--- src/gn3d_pkg.sv ---
`timescale 1ns / 1ps
// ---------------------------------------------------------------------------
// gn3d_pkg: shared types for the gradient noise block
// Controller command and datapath status structures.
// ---------------------------------------------------------------------------
package gn3d_pkg;

	typedef struct packed {
		logic load_in;   // capture input item, start fades
		logic tbl_wr;    // write permutation entry
		logic rd1;       // corner hash read 1
		logic rd2;       // corner hash read 2
		logic rd3;       // corner hash read 3
		logic grad;      // corner gradient, stored per corner
		logic fin;       // final blend and saturate
		logic [2:0] crn; // corner index
	} gn3d_cmd_t;

	typedef struct packed {
		logic is_eval;
	} gn3d_sts_t;

	localparam logic CMD_LOAD = 1'b0;
	localparam logic CMD_EVAL = 1'b1;

endpackage

--- src/gn3d_ctrl.sv ---
`timescale 1ns / 1ps
// ---------------------------------------------------------------------------
// gn3d_ctrl: sequencer
// Steps eight corners through three table reads and a gradient each.
// ---------------------------------------------------------------------------
module gn3d_ctrl
	import gn3d_pkg::*;
(
	input  logic      clk,
	input  logic      arst_n,
	input  logic      in_fire,
	input  gn3d_sts_t sts,
	input  logic      out_busy,
	output logic      in_rdy,
	output gn3d_cmd_t cmd,
	output logic      out_load
);
	localparam logic [2:0] ST_IDLE = 3'd0;
	localparam logic [2:0] ST_DISP = 3'd1;
	localparam logic [2:0] ST_RD2  = 3'd2;
	localparam logic [2:0] ST_RD3  = 3'd3;
	localparam logic [2:0] ST_GRAD = 3'd4;
	localparam logic [2:0] ST_FIN  = 3'd5;
	localparam logic [2:0] ST_OUT  = 3'd6;
	localparam logic [2:0] ST_FADE = 3'd7;

	logic [2:0] state_q, state_d;
	logic [2:0] crn_q;
	logic [2:0] fcnt_q;

	assign in_rdy = (state_q == ST_IDLE);

	always_comb begin
		cmd = '0;
		cmd.crn = crn_q;
		cmd.load_in = in_fire;
		out_load = 1'b0;
		state_d = state_q;
		case (state_q)
			ST_IDLE: if (in_fire) state_d = ST_DISP;
			ST_DISP: begin
				if (sts.is_eval) begin
					cmd.rd1 = 1'b1;
					state_d = ST_RD2;
				end else begin
					cmd.tbl_wr = 1'b1;
					state_d = ST_IDLE;
				end
			end
			ST_RD2: begin
				cmd.rd2 = 1'b1;
				state_d = ST_RD3;
			end
			ST_RD3: begin
				cmd.rd3 = 1'b1;
				state_d = ST_GRAD;
			end
			ST_GRAD: begin
				cmd.grad = 1'b1;
				state_d = (crn_q == 3'd7) ? ST_FADE : ST_DISP;
			end
			ST_FADE: if (fcnt_q == 3'd0) state_d = ST_FIN;
			ST_FIN: begin
				cmd.fin = 1'b1;
				state_d = ST_OUT;
			end
			ST_OUT: begin
				if (!out_busy) begin
					out_load = 1'b1;
					state_d = ST_IDLE;
				end
			end
			default: state_d = ST_IDLE;
		endcase
	end

	always_ff @(posedge clk or negedge arst_n) begin
		if (!arst_n) begin
			state_q <= ST_IDLE;
			crn_q <= '0;
			fcnt_q <= '0;
		end else begin
			state_q <= state_d;
			if (in_fire) crn_q <= '0;
			else if (cmd.grad) crn_q <= crn_q + 3'd1;
			if (state_q == ST_GRAD) fcnt_q <= 3'd3;
			else if (fcnt_q != 3'd0) fcnt_q <= fcnt_q - 3'd1;
		end
	end

	assert property (@(posedge clk) disable iff (!arst_n)
		cmd.rd2 |-> $past(cmd.rd1)) else $error("rd2 without rd1");
	assert property (@(posedge clk) disable iff (!arst_n)
		cmd.grad |-> $past(cmd.rd3)) else $error("grad without rd3");
	assert property (@(posedge clk) disable iff (!arst_n)
		cmd.fin |=> !in_rdy) else $error("ready during output");
endmodule

--- config.mk ---
export PLATFORM = sky130hd
export DESIGN_NAME = gn3d_ctrl
export DESIGN_NICKNAME = d
export VERILOG_FILES = /design/src/gn3d_pkg.sv /design/src/gn3d_ctrl.sv
export SDC_FILE = /design/constraint.sdc
export NUM_CORES = 1
export LEC_CHECK = 0
export ABC_AREA = 1
export BUFFER_PORTS_ARGS = -buffer_cell sky130_fd_sc_hd__buf_2
export CORE_AREA = 2 2 39 41
export DETAILED_ROUTE_END_ITERATION = 6
export DIE_AREA = 0 0 41 43
export PLACE_DENSITY = 0.74
export SYNTH_ARGS = -nofsm -noshare
export SYNTH_HDL_FRONTEND = slang
export SYNTH_SLANG_ARGS = --single-unit
--- constraint.sdc ---
create_clock -name clk -period 3.3 [get_ports clk]
set_input_delay 0.165 -clock clk [delete_from_list [all_inputs] [get_ports clk]]
set_output_delay 0.165 -clock clk [all_outputs]
set_load 0.005 [all_outputs]
==> out/metrics.cfg <==
[run_status]
status=finished, final reports clean

[timing]
tns_ns=0
fmax_mhz=634
setup_viol=0
min_period_ns=1.58
maxSlewViolCount=0
worst_slack_ns=1.72
rsz0062_at_grt=false
max-slew-margin-rel_pct=72.2
worstMarginPinSlew_ns=0.417
finalClockSkew_ns=0.00226
timing.final.crit_share_pct=47.8
whs_ns=0.122
hold_viol_final=0

[flow_run]
maxCapViolCount=0

[route]
wire_per_inst_um=10.2
drc=0
vias=489
firstDrtPassIters=4
drtIter0Drc=5
vias_per_cell=4.89
finalWirelength_um=1020
ant_nets=0

[cts]
ctsResizeCount=0
cts-root-buf=clkbuf_4
clk_latency_ns=0.26
cts_tree=done
cts_max_level=1
clk_pin_slew_ns=0.06
post_cts_buffers=0
numCtsBuffers=3
clock_sink_count=9
clock_path_buffers=2
postCtsHoldBufs=1

[floorplan]
fp.dieW_um=41
pin_count=17
start_util_pct=41.0
die_area_um2=1760
die_h_um=43
std_cell_rows=14
coreArea_um2=1380

[worst_setup_path]
crit_type=flop to output port
required_ns=3.13
slowest_delay_ns=0.58
startpoint_type=flop
crit_path_end_kind=output port
rrSetupSlack_ns=2.06
path_common_cell=inv_1
timing.rr.end=state_q[2]
crit_arrival_ns=1.41
slowest_stage=dfrtp_1
endpoint=cmd[7]
reg2reg_from=crn_q[0]
reg2reg_depth=4
startpoint=state_q[0]
crit_chain=inv_1, nor3_1, nand2_1, inv_1, buf_2
critPathMaxFanout=9

[yosys]
synth.net_count=76
synthesis.area_um2=567
ys_types=19
syn_area_per_cell_um2=8.46
synth_warnings=0
synth_seq_cells=9
ys_seq_area_share_pct=39.7
synthCells=67

[global_route]
grt.total_usage_pct=13.8
grt_overflow=0
grt_max_degree=11
grt_pass1_vias=417
antenna_found_initial=0
grt_pass1_wl_um=1660

[finish]
mostFrequentLayoutCells=buf_2 (16), nand2_1 (13), inv_1 (9), dfrtp_1 (9), nand3_1 (7)
nets=94
antenna_cells=0
syn2layout_area_growth_pct=17.4
multiInputGateArea_um2=265
fill_cells=149
final_common_cell=buf_2
final-seq-area_um2=225
layout-drive-gt1-share_pct=26.2

[pwr]
total_power_uw=544
power_density_nw_per_um2=817
vdd_drop_max_v=0.000346
p_leak_uw=0.000401

[placed_design]
place_ws_ns=1.95
port_buffers=16
post-dp-hpwl_um=782
gp_congestion=0.695

[worst_hold_path]
hold_path_class=input pin to flop

worst min path at each step:
stage | start | endpoint | slack, ns | cells past startpoint
global route | in_fire | crn_q[1] | 0.12 | 2
detailed placement | arst_n | fcnt_q[2] | 0.03 | 1
finish | in_fire | crn_q[1] | 0.12 | 2
CTS | in_fire | crn_q[1] | 0.11 | 2
global placement | arst_n | fcnt_q[1] | 0.03 | 1
floorplan | arst_n | crn_q[0] | -0.13 | 0
synthesized netlist by cell type, drive strengths merged:
| master | instances | share of area, % |
|---|---|---|
| inv | 9 | 6.0 |
| ha | 4 | 8.8 |
| o21ai | 1 | 0.88 |
| nand3 | 7 | 6.2 |
| and3 | 1 | 1.1 |
| buf | 4 | 6.6 |
| nor4 | 1 | 1.1 |
| nor2 | 5 | 6.2 |
| o211ai | 1 | 1.3 |
| nand4 | 2 | 2.2 |
| nor3 | 4 | 3.5 |
| dfrtp | 9 | 40 |
| nand2 | 14 | 11 |
| xor2 | 2 | 3.1 |
| clkinv | 1 | 0.88 |
| a21oi | 2 | 1.8 |
stage by stage:
| stage | cells | util [%] | area (um^2) |
|---|---|---|---|
| finish | 100 | 48.1 | 666 |
| detailed placement | 95 | 45.5 | 629 |
| global placement | 95 | 45.5 | 629 |
| CTS | 100 | 48.1 | 666 |
| floorplan | 67 | - | 567 |
| global route | 100 | 48.1 | 666 |
routing by layer:
metal | up-vias | part of all wire [%] | GRT usage (%)
li1 | 253 | - | -
met1 | 221 | 45 | 18.1
met2 | 15 | 49 | 20.9
met3 | 0 | 5.4 | 3.14
met4 | 0 | 0 | 6.00
met5 | - | 0 | 0
kinds of logic after synthesis:
logic type	after synthesis	share of synthesized area [%]
fa+ha+maj	4	8.83
buf+inv	14	13.5
flops	9	39.7
xor+xnor	2	3.09
compound gates	4	3.97
simple gates	34	30.9
flip-flops by register name, indices dropped and copies added, names as in the netlist:
| signal | flops |
|---|---|
| fcnt_q | 3 |
| crn_q | 3 |
| state_q | 3 |
critical path, delay by kind of cell, from the launching register on:
family                 cells  cell delay, ns
DFF                        1            0.58
buffers and inverters      3            0.33
and+or+nand+nor            2            0.24
area by class of cell:
class | instances | share of cell area [%]
Inverter | 10 | 5.83
Tap cell | 16 | 3.01
Multi-Input combinational cell | 44 | 39.8
Sequential cell | 9 | 33.8
Clock buffer | 4 | 3.95
Timing Repair Buffer | 17 | 13.5
power by group:
part | internal, uW | switching (uW)
logic | 110 | 128
clock network | 46.5 | 37.4
registers | 152 | 70.6
total | 308 | 236
Power figures use the tool's default switching activity.
